[config.mk]
export PLATFORM = sky130hd
export DESIGN_NAME = round_robin_slice_scheduler
export DESIGN_NICKNAME = d
export VERILOG_FILES = /design/src/rtl/rrss_pkg.sv /design/src/rtl/rrss_ctrl.sv /design/src/rtl/rrss_datapath.sv /design/src/rtl/round_robin_slice_scheduler.sv
export SDC_FILE = /design/constraint.sdc
export NUM_CORES = 1
export LEC_CHECK = 0
export BUFFER_PORTS_ARGS = -buffer_cell sky130_fd_sc_hd__buf_4
export CORE_MARGIN = 4
export CORE_UTILIZATION = 41
export DETAILED_ROUTE_END_ITERATION = 8
export HOLD_SLACK_MARGIN = 0.15
export PLACE_DENSITY = 0.54
export SYNTH_ARGS = -nofsm -noshare
export SYNTH_HDL_FRONTEND = slang
export SYNTH_SLANG_ARGS = --single-unit
[constraint.sdc]
create_clock -name clock -period 16.85 [get_ports clock]
set_clock_uncertainty 0.2 [all_clocks]
set_input_delay 0.8425 -clock clock [delete_from_list [all_inputs] [get_ports clock]]
set_output_delay 0.8425 -clock clock [all_outputs]
set_load 0.01 [all_outputs]
[src/rtl/rrss_pkg.sv]
// ----------------------------------------------------------------------------
// rrss_pkg
// Shared types and constants for the round-robin slice scheduler: payload
// structs, job table entry, result and opcode codes, controller interface.
// ----------------------------------------------------------------------------
`default_nettype none

package rrss_pkg;

   localparam int ARR_W     = 16;
   localparam int BURST_W   = 16;
   localparam int QUANTUM_W = 16;
   localparam int OUT_T_W   = 24;
   localparam int OUT_IDX_W = 4;
   localparam int CSR_ADDR_W = 3;
   localparam int CSR_DATA_W = 32;

   localparam logic [15:0] QUANTUM_RESET = 16'd4;
   localparam logic [1:0]  LAST_ATTEMPT  = 2'd2;

   typedef enum logic [1:0] {
      OP_CLEAR = 2'd0,
      OP_LOAD  = 2'd1,
      OP_STEP  = 2'd2,
      OP_NOP   = 2'd3
   } opcode_type;

   typedef enum logic [1:0] {
      KIND_SLICE = 2'd0,
      KIND_IDLE  = 2'd1,
      KIND_DONE  = 2'd2,
      KIND_FULL  = 2'd3
   } kind_type;

   typedef struct packed {
      opcode_type           opcode;
      logic [ARR_W-1:0]     arrival_time;
      logic [BURST_W-1:0]   burst_time;
   } req_type;

   typedef struct packed {
      kind_type               kind;
      logic [OUT_IDX_W-1:0]   job_index;
      logic [OUT_T_W-1:0]     start_time;
      logic [OUT_T_W-1:0]     end_time;
      logic                   finished;
      logic [OUT_T_W-1:0]     turnaround;
      logic [OUT_T_W-1:0]     waiting;
   } rsp_type;

   typedef struct packed {
      logic [ARR_W-1:0]     arrival;
      logic [BURST_W-1:0]   burst;
      logic [BURST_W-1:0]   remaining;
   } job_entry_type;

   typedef enum logic [3:0] {
      ST_IDLE,
      ST_DISPATCH,
      ST_SCAN_RD,
      ST_SCAN_EV,
      ST_PASS_END,
      ST_MIN_RD,
      ST_MIN_EV,
      ST_MIN_END,
      ST_TAT,
      ST_WT,
      ST_EMIT
   } ctrl_state_type;

   typedef enum logic [3:0] {
      DP_NOP,
      DP_ACCEPT,
      DP_CLEAR,
      DP_LOAD,
      DP_FULL,
      DP_DONE,
      DP_START,
      DP_ADVANCE,
      DP_RUN,
      DP_NEXT_ATTEMPT,
      DP_MIN_START,
      DP_MIN_STEP,
      DP_IDLE_GAP,
      DP_FALLBACK,
      DP_TAT,
      DP_WT
   } dp_op_type;

   typedef struct packed {
      dp_op_type op;
      logic      push;
   } dp_cmd_type;

   typedef struct packed {
      opcode_type opcode;
      logic       table_full;
      logic       all_done;
      logic       cursor_end;
      logic       eligible;
      logic       slice_finishes;
      logic       pass_found;
      logic       last_attempt;
      logic       gap_ready;
      logic       out_free;
   } dp_status_type;

endpackage

`default_nettype wire

[src/rtl/rrss_ctrl.sv]
// ----------------------------------------------------------------------------
// rrss_ctrl
// Sequencer for the scheduler: decodes each request beat and walks the job
// table scan, the minimum-arrival scan and the finish arithmetic.
// ----------------------------------------------------------------------------
`default_nettype none

module rrss_ctrl (
   input  wire                    clock,
   input  wire                    reset,
   input  wire                    req_valid,
   output logic                   req_stall,
   input  rrss_pkg::dp_status_type status,
   output rrss_pkg::dp_cmd_type   cmd
);

   rrss_pkg::ctrl_state_type state_ff;
   rrss_pkg::ctrl_state_type state_in;

   always_ff @(posedge clock) begin
      if (reset) begin
         state_ff <= rrss_pkg::ST_IDLE;
      end else begin
         state_ff <= state_in;
      end
   end

   always_comb begin
      state_in  = state_ff;
      cmd.op    = rrss_pkg::DP_NOP;
      cmd.push  = 1'b0;
      req_stall = 1'b1;
      unique case (state_ff)
         rrss_pkg::ST_IDLE: begin
            req_stall = 1'b0;
            if (req_valid) begin
               cmd.op   = rrss_pkg::DP_ACCEPT;
               state_in = rrss_pkg::ST_DISPATCH;
            end
         end
         rrss_pkg::ST_DISPATCH: begin
            unique case (status.opcode)
               rrss_pkg::OP_CLEAR: begin
                  cmd.op   = rrss_pkg::DP_CLEAR;
                  state_in = rrss_pkg::ST_IDLE;
               end
               rrss_pkg::OP_LOAD: begin
                  if (status.table_full) begin
                     cmd.op   = rrss_pkg::DP_FULL;
                     state_in = rrss_pkg::ST_EMIT;
                  end else begin
                     cmd.op   = rrss_pkg::DP_LOAD;
                     state_in = rrss_pkg::ST_IDLE;
                  end
               end
               rrss_pkg::OP_STEP: begin
                  if (status.all_done) begin
                     cmd.op   = rrss_pkg::DP_DONE;
                     state_in = rrss_pkg::ST_EMIT;
                  end else begin
                     cmd.op   = rrss_pkg::DP_START;
                     state_in = rrss_pkg::ST_SCAN_RD;
                  end
               end
               rrss_pkg::OP_NOP: begin
                  state_in = rrss_pkg::ST_IDLE;
               end
            endcase
         end
         rrss_pkg::ST_SCAN_RD: begin
            state_in = status.cursor_end ? rrss_pkg::ST_PASS_END : rrss_pkg::ST_SCAN_EV;
         end
         rrss_pkg::ST_SCAN_EV: begin
            if (status.eligible) begin
               cmd.op   = rrss_pkg::DP_RUN;
               state_in = status.slice_finishes ? rrss_pkg::ST_TAT : rrss_pkg::ST_EMIT;
            end else begin
               cmd.op   = rrss_pkg::DP_ADVANCE;
               state_in = rrss_pkg::ST_SCAN_RD;
            end
         end
         rrss_pkg::ST_PASS_END: begin
            priority if (!status.pass_found) begin
               cmd.op   = rrss_pkg::DP_MIN_START;
               state_in = rrss_pkg::ST_MIN_RD;
            end else if (status.last_attempt) begin
               cmd.op   = rrss_pkg::DP_FALLBACK;
               state_in = rrss_pkg::ST_EMIT;
            end else begin
               cmd.op   = rrss_pkg::DP_NEXT_ATTEMPT;
               state_in = rrss_pkg::ST_SCAN_RD;
            end
         end
         rrss_pkg::ST_MIN_RD: begin
            state_in = status.cursor_end ? rrss_pkg::ST_MIN_END : rrss_pkg::ST_MIN_EV;
         end
         rrss_pkg::ST_MIN_EV: begin
            cmd.op   = rrss_pkg::DP_MIN_STEP;
            state_in = rrss_pkg::ST_MIN_RD;
         end
         rrss_pkg::ST_MIN_END: begin
            priority if (status.gap_ready) begin
               cmd.op   = rrss_pkg::DP_IDLE_GAP;
               state_in = rrss_pkg::ST_EMIT;
            end else if (status.last_attempt) begin
               cmd.op   = rrss_pkg::DP_FALLBACK;
               state_in = rrss_pkg::ST_EMIT;
            end else begin
               cmd.op   = rrss_pkg::DP_NEXT_ATTEMPT;
               state_in = rrss_pkg::ST_SCAN_RD;
            end
         end
         rrss_pkg::ST_TAT: begin
            cmd.op   = rrss_pkg::DP_TAT;
            state_in = rrss_pkg::ST_WT;
         end
         rrss_pkg::ST_WT: begin
            cmd.op   = rrss_pkg::DP_WT;
            state_in = rrss_pkg::ST_EMIT;
         end
         rrss_pkg::ST_EMIT: begin
            if (status.out_free) begin
               cmd.push = 1'b1;
               state_in = rrss_pkg::ST_IDLE;
            end
         end
         default: begin
            state_in = rrss_pkg::ST_IDLE;
         end
      endcase
   end

endmodule

`default_nettype wire

[src/rtl/rrss_datapath.sv]
// ----------------------------------------------------------------------------
// rrss_datapath
// Job table memory, scan cursor, simulated time, counters, result staging and
// the output register of the scheduler.
// ----------------------------------------------------------------------------
`default_nettype none

module rrss_datapath #(
   parameter int MAX_PROCESSES = 16,
   parameter int TIME_WIDTH    = 24
) (
   input  wire                          clock,
   input  wire                          reset,
   input  rrss_pkg::req_type            req_data,
   input  wire [rrss_pkg::QUANTUM_W-1:0] quantum,
   input  rrss_pkg::dp_cmd_type         cmd,
   output rrss_pkg::dp_status_type      status,
   output logic                         rsp_valid,
   input  wire                          rsp_stall,
   output rrss_pkg::rsp_type            rsp_data
);

   localparam int IW = (MAX_PROCESSES > 1) ? $clog2(MAX_PROCESSES) : 1;
   localparam int CW = $clog2(MAX_PROCESSES + 1);
   localparam int TW = TIME_WIDTH;
   localparam int OW = rrss_pkg::OUT_T_W;
   localparam int XW = TW - rrss_pkg::ARR_W;

   rrss_pkg::job_entry_type job_mem [MAX_PROCESSES];
   rrss_pkg::job_entry_type job_rd_ff;

   logic                    mem_we;
   logic [IW-1:0]           mem_waddr;
   rrss_pkg::job_entry_type mem_wdata;

   rrss_pkg::req_type req_ff, req_in;

   logic [CW-1:0] job_count_ff, job_count_in;
   logic [CW-1:0] finished_count_ff, finished_count_in;
   logic [TW-1:0] time_ff, time_in;
   logic [CW-1:0] scan_pos_ff, scan_pos_in;
   logic          pass_found_ff, pass_found_in;
   logic [CW-1:0] cursor_ff, cursor_in;
   logic [1:0]    attempt_ff, attempt_in;
   logic [rrss_pkg::ARR_W-1:0] min_arr_ff, min_arr_in;
   logic          have_min_ff, have_min_in;

   rrss_pkg::kind_type res_kind_ff, res_kind_in;
   logic [IW-1:0] res_index_ff, res_index_in;
   logic [TW-1:0] res_start_ff, res_start_in;
   logic [TW-1:0] res_end_ff, res_end_in;
   logic          res_fin_ff, res_fin_in;
   logic [TW-1:0] res_tat_ff, res_tat_in;
   logic [TW-1:0] res_wt_ff, res_wt_in;

   logic              rsp_valid_ff, rsp_valid_in;
   rrss_pkg::rsp_type rsp_data_ff, rsp_data_in;

   logic [rrss_pkg::QUANTUM_W-1:0] q_eff;
   logic                           slice_done;
   logic [rrss_pkg::BURST_W-1:0]   slice_len;
   logic [TW:0]                    slice_sum;
   logic [TW-1:0]                  slice_end;
   logic [TW-1:0]                  rd_arr_ext;
   logic [TW-1:0]                  rd_burst_ext;
   logic [TW-1:0]                  min_arr_ext;
   logic [TW:0]                    wt_diff;
   logic                           out_free;

   logic [TW+OW-1:0]   start_wide, end_wide, tat_wide, wt_wide;
   logic [IW+rrss_pkg::OUT_IDX_W-1:0] index_wide;

   always_ff @(posedge clock) begin
      if (mem_we) begin
         job_mem[mem_waddr] <= mem_wdata;
      end
      job_rd_ff <= job_mem[cursor_ff[IW-1:0]];
   end

   assign q_eff        = (quantum == '0) ? rrss_pkg::QUANTUM_W'(1) : quantum;
   assign slice_done   = job_rd_ff.remaining <= q_eff;
   assign slice_len    = slice_done ? job_rd_ff.remaining : q_eff;
   assign slice_sum    = {1'b0, time_ff} + {{(TW + 1 - rrss_pkg::BURST_W){1'b0}}, slice_len};
   assign slice_end    = slice_sum[TW] ? {TW{1'b1}} : slice_sum[TW-1:0];
   assign rd_arr_ext   = {{XW{1'b0}}, job_rd_ff.arrival};
   assign rd_burst_ext = {{XW{1'b0}}, job_rd_ff.burst};
   assign min_arr_ext  = {{XW{1'b0}}, min_arr_ff};
   assign wt_diff      = {1'b0, res_tat_ff} - {1'b0, rd_burst_ext};
   assign out_free     = !rsp_valid_ff || !rsp_stall;

   assign status.opcode         = req_ff.opcode;
   assign status.table_full     = job_count_ff == CW'(MAX_PROCESSES);
   assign status.all_done       = finished_count_ff >= job_count_ff;
   assign status.cursor_end     = cursor_ff >= job_count_ff;
   assign status.eligible       = (job_rd_ff.remaining != '0) && (rd_arr_ext <= time_ff);
   assign status.slice_finishes = slice_done;
   assign status.pass_found     = pass_found_ff;
   assign status.last_attempt   = attempt_ff == rrss_pkg::LAST_ATTEMPT;
   assign status.gap_ready      = have_min_ff && (time_ff < min_arr_ext);
   assign status.out_free       = out_free;

   always_comb begin
      req_in            = req_ff;
      job_count_in      = job_count_ff;
      finished_count_in = finished_count_ff;
      time_in           = time_ff;
      scan_pos_in       = scan_pos_ff;
      pass_found_in     = pass_found_ff;
      cursor_in         = cursor_ff;
      attempt_in        = attempt_ff;
      min_arr_in        = min_arr_ff;
      have_min_in       = have_min_ff;
      res_kind_in       = res_kind_ff;
      res_index_in      = res_index_ff;
      res_start_in      = res_start_ff;
      res_end_in        = res_end_ff;
      res_fin_in        = res_fin_ff;
      res_tat_in        = res_tat_ff;
      res_wt_in         = res_wt_ff;
      mem_we            = 1'b0;
      mem_waddr         = cursor_ff[IW-1:0];
      mem_wdata         = job_rd_ff;
      unique case (cmd.op)
         rrss_pkg::DP_NOP: begin
         end
         rrss_pkg::DP_ACCEPT: begin
            req_in = req_data;
         end
         rrss_pkg::DP_CLEAR: begin
            job_count_in      = '0;
            finished_count_in = '0;
            time_in           = '0;
            scan_pos_in       = '0;
            pass_found_in     = 1'b0;
         end
         rrss_pkg::DP_LOAD: begin
            mem_we              = 1'b1;
            mem_waddr           = job_count_ff[IW-1:0];
            mem_wdata.arrival   = req_ff.arrival_time;
            mem_wdata.burst     = req_ff.burst_time;
            mem_wdata.remaining = req_ff.burst_time;
            job_count_in        = job_count_ff + CW'(1);
            if (req_ff.burst_time == '0) begin
               finished_count_in = finished_count_ff + CW'(1);
            end
         end
         rrss_pkg::DP_FULL: begin
            res_kind_in  = rrss_pkg::KIND_FULL;
            res_index_in = '0;
            res_start_in = '0;
            res_end_in   = '0;
            res_fin_in   = 1'b0;
            res_tat_in   = '0;
            res_wt_in    = '0;
         end
         rrss_pkg::DP_DONE, rrss_pkg::DP_FALLBACK: begin
            res_kind_in  = (cmd.op == rrss_pkg::DP_DONE) ? rrss_pkg::KIND_DONE
                                                         : rrss_pkg::KIND_IDLE;
            res_index_in = '0;
            res_start_in = time_ff;
            res_end_in   = time_ff;
            res_fin_in   = 1'b0;
            res_tat_in   = '0;
            res_wt_in    = '0;
         end
         rrss_pkg::DP_START: begin
            cursor_in  = scan_pos_ff;
            attempt_in = '0;
         end
         rrss_pkg::DP_ADVANCE: begin
            cursor_in = cursor_ff + CW'(1);
         end
         rrss_pkg::DP_RUN: begin
            mem_we              = 1'b1;
            mem_wdata.remaining = slice_done ? '0 : job_rd_ff.remaining - q_eff;
            time_in             = slice_end;
            scan_pos_in         = cursor_ff + CW'(1);
            pass_found_in       = 1'b1;
            if (slice_done) begin
               finished_count_in = finished_count_ff + CW'(1);
            end
            res_kind_in  = rrss_pkg::KIND_SLICE;
            res_index_in = cursor_ff[IW-1:0];
            res_start_in = time_ff;
            res_end_in   = slice_end;
            res_fin_in   = slice_done;
            res_tat_in   = '0;
            res_wt_in    = '0;
         end
         rrss_pkg::DP_NEXT_ATTEMPT: begin
            scan_pos_in   = '0;
            pass_found_in = 1'b0;
            cursor_in     = '0;
            attempt_in    = attempt_ff + 2'd1;
         end
         rrss_pkg::DP_MIN_START: begin
            scan_pos_in = '0;
            cursor_in   = '0;
            have_min_in = 1'b0;
         end
         rrss_pkg::DP_MIN_STEP: begin
            if ((job_rd_ff.remaining != '0)
                  && (!have_min_ff || (job_rd_ff.arrival < min_arr_ff))) begin
               min_arr_in  = job_rd_ff.arrival;
               have_min_in = 1'b1;
            end
            cursor_in = cursor_ff + CW'(1);
         end
         rrss_pkg::DP_IDLE_GAP: begin
            time_in      = min_arr_ext;
            res_kind_in  = rrss_pkg::KIND_IDLE;
            res_index_in = '0;
            res_start_in = time_ff;
            res_end_in   = min_arr_ext;
            res_fin_in   = 1'b0;
            res_tat_in   = '0;
            res_wt_in    = '0;
         end
         rrss_pkg::DP_TAT: begin
            res_tat_in = res_end_ff - rd_arr_ext;
         end
         rrss_pkg::DP_WT: begin
            res_wt_in = wt_diff[TW] ? '0 : wt_diff[TW-1:0];
         end
      endcase
   end

   assign start_wide = {{OW{1'b0}}, res_start_ff};
   assign end_wide   = {{OW{1'b0}}, res_end_ff};
   assign tat_wide   = {{OW{1'b0}}, res_tat_ff};
   assign wt_wide    = {{OW{1'b0}}, res_wt_ff};
   assign index_wide = {{rrss_pkg::OUT_IDX_W{1'b0}}, res_index_ff};

   always_comb begin
      rsp_data_in  = rsp_data_ff;
      rsp_valid_in = rsp_valid_ff && rsp_stall;
      if (cmd.push) begin
         rsp_valid_in           = 1'b1;
         rsp_data_in.kind       = res_kind_ff;
         rsp_data_in.job_index  = index_wide[rrss_pkg::OUT_IDX_W-1:0];
         rsp_data_in.start_time = start_wide[OW-1:0];
         rsp_data_in.end_time   = end_wide[OW-1:0];
         rsp_data_in.finished   = res_fin_ff;
         rsp_data_in.turnaround = tat_wide[OW-1:0];
         rsp_data_in.waiting    = wt_wide[OW-1:0];
      end
   end

   always_ff @(posedge clock) begin
      if (reset) begin
         job_count_ff      <= '0;
         finished_count_ff <= '0;
         time_ff           <= '0;
         scan_pos_ff       <= '0;
         pass_found_ff     <= 1'b0;
         cursor_ff         <= '0;
         attempt_ff        <= '0;
         have_min_ff       <= 1'b0;
         rsp_valid_ff      <= 1'b0;
      end else begin
         job_count_ff      <= job_count_in;
         finished_count_ff <= finished_count_in;
         time_ff           <= time_in;
         scan_pos_ff       <= scan_pos_in;
         pass_found_ff     <= pass_found_in;
         cursor_ff         <= cursor_in;
         attempt_ff        <= attempt_in;
         have_min_ff       <= have_min_in;
         rsp_valid_ff      <= rsp_valid_in;
      end
   end

   always_ff @(posedge clock) begin
      req_ff       <= req_in;
      min_arr_ff   <= min_arr_in;
      res_kind_ff  <= res_kind_in;
      res_index_ff <= res_index_in;
      res_start_ff <= res_start_in;
      res_end_ff   <= res_end_in;
      res_fin_ff   <= res_fin_in;
      res_tat_ff   <= res_tat_in;
      res_wt_ff    <= res_wt_in;
      rsp_data_ff  <= rsp_data_in;
   end

   assign rsp_valid = rsp_valid_ff;
   assign rsp_data  = rsp_data_ff;

endmodule

`default_nettype wire

[src/rtl/round_robin_slice_scheduler.sv]
// ----------------------------------------------------------------------------
// round_robin_slice_scheduler
// Clear, load and no-op beats return to idle without a result; a rejected load
// emits a full result. A step scans the job table from the scan position and,
// if a pass finds nothing, runs a minimum-arrival pass (up to three attempts
// of scan and minimum-arrival passes), then computes turnaround and waiting
// for a finishing slice. The result is registered onto rsp, one beat at a time;
// a stalled result holds off the next result beat.
// Reset clears counts, time and scan and sets quantum (4); the job table is not reset.
// ----------------------------------------------------------------------------
`default_nettype none

module round_robin_slice_scheduler #(
   parameter int MAX_PROCESSES = 16,
   parameter int TIME_WIDTH    = 24
) (
   input  wire                                  clock,
   input  wire                                  reset,
   input  wire                                  req_valid,
   output logic                                 req_stall,
   input  rrss_pkg::req_type                    req_data,
   output logic                                 rsp_valid,
   input  wire                                  rsp_stall,
   output rrss_pkg::rsp_type                    rsp_data,
   input  wire                                  csr_psel,
   input  wire                                  csr_penable,
   input  wire                                  csr_pwrite,
   input  wire [rrss_pkg::CSR_ADDR_W-1:0]       csr_paddr,
   input  wire [rrss_pkg::CSR_DATA_W-1:0]       csr_pwdata,
   output logic [rrss_pkg::CSR_DATA_W-1:0]      csr_prdata,
   output logic                                 csr_pready
);

   logic [rrss_pkg::QUANTUM_W-1:0] quantum_ff, quantum_in;
   logic                           quantum_sel;

   rrss_pkg::dp_cmd_type    cmd;
   rrss_pkg::dp_status_type status;

   assign quantum_sel = csr_paddr[rrss_pkg::CSR_ADDR_W-1] == 1'b0;
   assign csr_pready  = 1'b1;
   assign quantum_in  = (csr_psel && csr_penable && csr_pwrite && quantum_sel)
                      ? csr_pwdata[rrss_pkg::QUANTUM_W-1:0] : quantum_ff;
   assign csr_prdata  = quantum_sel
                      ? {{(rrss_pkg::CSR_DATA_W - rrss_pkg::QUANTUM_W){1'b0}}, quantum_ff}
                      : '0;

   always_ff @(posedge clock) begin
      if (reset) begin
         quantum_ff <= rrss_pkg::QUANTUM_RESET;
      end else begin
         quantum_ff <= quantum_in;
      end
   end

   rrss_ctrl u_ctrl (
      .clock     (clock),
      .reset     (reset),
      .req_valid (req_valid),
      .req_stall (req_stall),
      .status    (status),
      .cmd       (cmd)
   );

   rrss_datapath #(
      .MAX_PROCESSES (MAX_PROCESSES),
      .TIME_WIDTH    (TIME_WIDTH)
   ) u_datapath (
      .clock     (clock),
      .reset     (reset),
      .req_data  (req_data),
      .quantum   (quantum_ff),
      .cmd       (cmd),
      .status    (status),
      .rsp_valid (rsp_valid),
      .rsp_stall (rsp_stall),
      .rsp_data  (rsp_data)
   );

endmodule

`default_nettype wire
==> metrics.txt, run 1 <==
combinational family with the most area after synthesis multiplexers; Detailed Route Iter0 Violations 2571; clk root buf clkbuf_16; Pleak 18.3 nW; Seq/Total Area, Yosys 69.8%; Critical Path Sink u_datapath.res_end_ff[21]; Die W 348 um; number of enable flip-flop cells after synthesis 1024; XOR/XNOR Fraction of Synth Area 0.943%; Initial Util about two fifths; reg2reg path depth 22; RSZ-0062 raised after global routing false; min cycle time layout a little over 7000 ps; Syn Area/Cell about 17 um^2; fin crit share 42.6%; Post-Syn Instances 2835; fin area 55000 um^2; routed wire length 129 mm; Resized cells post-CTS 0; initial antenna violation count 5; CP Class flop to flop; TritonCTS clock tree built; IO buf count 178; area leader, netlist edfxtp_1; Final Hold Vio Count 0; crit path launch type flop; largest net degree at the start of global routing between 150 and 200; vias in the first global route 27007; Residual DRC 0; Vias 26773; final antenna-violating net count 0; first-pass GRT wire length 186 mm; Max VDD drop 0.000145 V; Synth Flop Type edfxtp_1; Adder-Cell Fraction of Synth Area 3.47%; reg2reg end u_datapath.res_end_ff[21]; top cells by area, synth edfxtp_1, mux4_2, dfxtp_1, ha_1, a21oi_1; most frequent cells in the layout edfxtp_1, mux4_2, buf_4, nand2_1, nor2_1; Setup crit end kind flop; CP Data Arrival Time 7510 ps; via-per-instance ratio between 5 and 6; CTS buffer count 114; routability cong. 0.896; clock slew at reported path FFs ~70 ps; Fill cells 9631; relative slew slack 11.6%; core region area ~110000 um^2; P&R area growth vs syn 16.2%; Routed WL per cell around 27 um; Placed Area approximately 51000 um^2; Yosys warnings 0; largest fanout on the critical path 36; hold crit path type input pin to flop; PwrDens 167 nW/um^2; CP max-delay cell a2111oi_0; Slew Limit Fails 0; Synth top area share 64.9%; max cap viols 0; die height 348 um; Die ar. 121000 um^2; Yosys reg bits 1141; max frequency 139 MHz; Post-Syn Area 47400 um^2; clk sinks 1141; CTS Hold Buffers Added 34; grt ovf 0; drt pass-1 iters 6; post-route setup TNS 0 ps; std cell rows about 120; # diodes 0; crit-path cells nor4_1, a41o_1, ha_1, inv_1, fa_1, a211oi_1, o21ba_2, o31ai_1, o21a_1, o21ai_2, buf_4, o21ai_0, ha_1, a211oi_1, o21ai_0, a21oi_1, o211ai_1, a2111oi_0, nor3b_1, or2_2, a41o_1, a21oi_1; mux contribution to synthesized area 11.6%; Max Root-Sink Buffers 3; simple-gate share of the synthesized area 5.87%; flop2flop setup slack 9670 ps; share of layout cells above drive strength 1 22.4%; worst-margin pin slew roughly 1300 ps; dpl ws 9850 ps; Hold Path Cell Cnt 1; CP delay by family, top compound AO/OA/AOI/OAI gates; post-synthesis compound-gate area fraction 6.19%; Worst Path Required 17180 ps; post-DP HPWL 78.2 mm; Post-CTS Setup Inserts 0; outcome complete, no violations; buffers plus inverters on the worst setup path 2; GRT Overall Usage around a fifth; I/O Pins 214; Clk Latency, worst-skew pair slightly below 700 ps; commonest non-fill, non-tap cell in the layout edfxtp_1; CP peak stage delay 950 ps; Post-synth ARST share 0%; CTS H-tree lvls 3; Final Worst Setup Slack 9670 ps; hold path start req_data[13]; critical path depth 22; Yosys cell types 87; Setup Viol. Count Final 0; nets 3314; worst setup path startpoint quantum_ff[13]; reg2reg start quantum_ff[13]
## synth_stat cells, types with 4 or more instances
cell,instances
a2111oi_0,4
a211o_1,6
a211oi_1,24
a21boi_0,4
a21o_1,26
a21oi_1,128
a221o_1,4
a221oi_2,6
a22o_1,4
a22oi_1,5
a31oi_1,13
and2_1,44
and3_1,12
buf_1,35
buf_2,5
buf_4,18
clkbuf_1,70
dfxtp_1,117
edfxtp_1,1024
fa_1,4
ha_1,125
inv_1,108
mux2i_1,6
mux4_2,240
nand2_1,160
nand2b_1,25
nand3_1,25
nand4_1,15
nor2_1,163
nor2b_1,24
nor3_1,38
nor3b_1,6
nor4_1,19
o211ai_1,18
o21a_1,21
o21ai_0,122
o22ai_1,5
o31ai_1,5
or2_2,8
or3_1,17
or4_1,5
xnor2_1,19
xor2_1,32
## cell type report
class                      count  area (um^2)  share of cell area, %
multi-input combinational   1471        13500                   24.6
sequential                  1141        33100                   60.1
clock buffer                 156         3180                   5.78
inverter                     109          409                  0.743
clock inverter                60          778                   1.41
tap                         1512         1890                   3.44
timing repair buffer         272         2150                   3.91
## stage by stage
stage	total power (W)	util, %	hold slack, ps	instances
6_report	0.00921	48.1	203	4721
5_1_grt	0.00964	48.1	174	4721
4_1_cts	0.00927	48.1	152	4721
3_5_place_dp	0.00660	44.3	205	4471
3_3_place_gp	0.00653	44.3	202	4471
2_1_floorplan	0.00565	-	200	2850
## logic make-up after synthesis
logic type               Yosys count
AO/OA/AOI/OAI                    451
XOR/XNOR                          51
adder cells (fa/ha/maj)          129
buffers and inverters            238
flip-flops                      1141
multiplexers                     249
other                              2
AND/OR/NAND/NOR                  574
## routing by layer
metal  track usage (%)  part of all wire (%)  vias to the layer above
met5                 0                 0.010                        -
met4              6.51                   2.9                        2
met3              2.71                   5.5                      181
met2              34.4                    47                      921
met1              29.7                    44                    13945
li1                  -                     -                    11724
## sequential cells by signal (all words and copies together) (netlist names), 5 cells and up
register / flops
u_datapath.job_mem: 768
u_datapath.rsp_data: 103
u_datapath.job_rd_ff: 48
u_datapath.req_ff: 32
u_datapath.res_end_ff: 24
u_datapath.res_start_ff: 24
u_datapath.res_tat_ff: 24
u_datapath.res_wt_ff: 24
u_datapath.time_ff: 24
quantum_ff: 16
u_datapath.min_arr_ff: 16
u_datapath.cursor_ff: 5
u_datapath.finished_count_ff: 5
u_datapath.job_count_ff: 5
u_datapath.scan_pos_ff: 5
## worst min-delay path by stage
| stage | endpoint | slack (ps) |
|---|---|---|
| CTS | u_datapath.req_ff[13] | 150 |
| detailed placement | u_datapath.rsp_data[73] | 200 |
| floorplan | u_datapath.rsp_data[0] | 200 |
| global placement | u_datapath.rsp_data[85] | 200 |
| global route | u_datapath.req_ff[13] | 170 |
| finish | u_datapath.req_ff[13] | 200 |
## power breakdown
part / switching [W] / internal, W
clock network: 0.00107 / 0.00158
registers: 0.000260 / 0.00377
logic: 0.00161 / 0.000919
total: 0.00294 / 0.00627
(Power assumes the default switching activity.)
==> inputs of run 2 (changes only) <==
==> constraint.sdc (replaced) <==
create_clock -name clock -period 6.8 [get_ports clock]
set_clock_uncertainty 0.2 [all_clocks]
set_input_delay 0.34 -clock clock [delete_from_list [all_inputs] [get_ports clock]]
set_output_delay 0.34 -clock clock [all_outputs]
set_load 0.01 [all_outputs]
==> run 2 against run 1 <==
Compared with the run above:
- via count is 0.86% higher
- first-iteration DRC count hardly changed
- critical path depth is 4 higher
- critical endpoint is now u_datapath.res_end_ff[17]
- largest cell class unchanged
- largest power group unchanged
==> metrics.txt, run 2 (synthesis gave the netlist of run 1 again) <==
drt pass-1 iters 6; grt ovf 0; Max VDD drop between 0.0003 and 0.0004 V; largest fanout on the critical path 21; clk root buf clkbuf_16; routed wire length 130 mm; GRT Overall Usage 21.3%; post-route setup TNS 0 ps; post-DP HPWL between 80 and 90 mm; core region area 115000 um^2; Detailed Route Iter0 Violations between 2000 and 3000; fin area 55800 um^2; final antenna-violating net count 0; nets 3412; Slew Limit Fails 0; Setup crit end kind flop; # diodes 0; max cap viols 0; clk sinks 1141; commonest non-fill, non-tap cell in the layout edfxtp_1; Residual DRC 0; initial antenna violation count 4; Die ar. approximately 120000 um^2; PwrDens 405 nW/um^2; max frequency ~160 MHz; Setup Viol. Count Final 0; Final Power 0.0226 W; vias in the first global route 27250; die height 348 um; Max Root-Sink Buffers 3; Worst Path Required 7130 ps; largest net degree at the start of global routing 148; most frequent cells in the layout edfxtp_1, buf_4, mux4_2, nand2_1, nor2_1; routability cong. 0.903; hold crit path type input pin to flop; Routed WL per cell approximately 27 um; Final Hold Vio Count 0; max FFs per register 768; Pleak between 15 and 20 nW; std cell rows 124; most flop-heavy register u_datapath.job_mem; min cycle time layout 6320 ps; TritonCTS clock tree built; Die W 348 um; outcome complete, no violations; first-pass GRT wire length 189 mm; Initial Util between 40% and 50%; CTS buffer count 113; Placed Area 51000 um^2; Fin Hold WS 205 ps; share of layout cells above drive strength 1 22.3%; fin crit share 92.9%; Vias 27002; CTS H-tree lvls 3; via-per-instance ratio 5.61; crit path launch type flop; IO buf count 178; Clk Latency, worst-skew pair 700 ps; worst-margin pin slew 1220 ps; CP Data Arrival Time 6650 ps; relative slew slack 18.2%; CP Class flop to flop; clock slew at reported path FFs 60 ps; I/O Pins 214; P&R area growth vs syn 17.7%
run 2: cell count changes in the layout (fill, tap and decap cells not counted), moves of 5 or more:
cell,delta
dlygate4sd3_1,+74
buf_4,+22
bufinv_16,-6
clkbuf_8,-6
o21ai_0,+6
o21ai_1,-6
clkinvlp_4,+5
run 2: final cells by class:
cell class | count | area, um^2
inverter | 109 | 409
tap | 1512 | 1890
fill | 9523 | 58700
clock inverter | 59 | 603
sequential | 1141 | 33100
multi-input combinational | 1471 | 13500
timing repair buffer | 371 | 3120
clock buffer | 151 | 3100
run 2: repair_timing:
action | in CTS | in global routing
buffers inserted | 0 | 0
gates resized for setup | 0 | 4
hold buffers | 108 | 0
hold endpoints to repair | 126 | 0
endpoints found under the setup margin | 0 | 22
run 2: per-stage QoR:
step / util (%) / instances / setup slack [ps]
floorplan: - / 2850 / 188
global placement: 44.5 / 4496 / 455
detailed placement: 44.5 / 4496 / 347
CTS: 48.7 / 4814 / 315
global route: 48.7 / 4814 / -2.92
finish: 48.7 / 4814 / 480
run 2: power breakdown:
group          internal [W]  switching [W]  leakage, nW  total, W
logic               0.00234        0.00395         6.58   0.00629
registers           0.00933       0.000711         10.2    0.0100
clock network       0.00362        0.00261         1.80   0.00623
total                0.0153        0.00728         18.6    0.0226
run 2: per-layer routing:
metal  vias up  track usage [%]  part of all wire, %  wire length [um]
met5         -                0                0.012                15
met2       916             34.1                   47             61400
met1     14035             30.7                   45             58100
met4         2             6.03                  2.4              3100
met3       145             3.11                  5.9              7660
li1      11904                -                    -                 -
run 2: critical path: stages, from the launching register on:
cell and delay [ps]:
dfxtp_1 330, nor4_1 340, a41o_2 330, ha_1 190, inv_1 60, fa_1 450, a211oi_1 310, o21ba_2 210
o31ai_1 100, o21a_1 280, o21ai_4 250, buf_4 290, nor2_1 60, a21oi_1 150, ha_1 220, inv_1 70
fa_1 420, nor2b_1 170, o31a_1 210, o31a_1 170, a221oi_1 110, o21ai_0 310, buf_4 190, nand2_2 170
o21ai_0 200, o21ai_0 140, a21oi_1 200
run 2: final timing paths:
path | startpoint | end | slack, ps | cells after the start
min | req_data[29] | u_datapath.req_ff[29] | 210 | 2
max | quantum_ff[4] | u_datapath.res_end_ff[17] | 480 | 26
max reg2reg | quantum_ff[4] | u_datapath.res_end_ff[17] | 480 | 26
min reg2reg | u_datapath.res_start_ff[21] | u_datapath.rsp_data[94] | 220 | 0
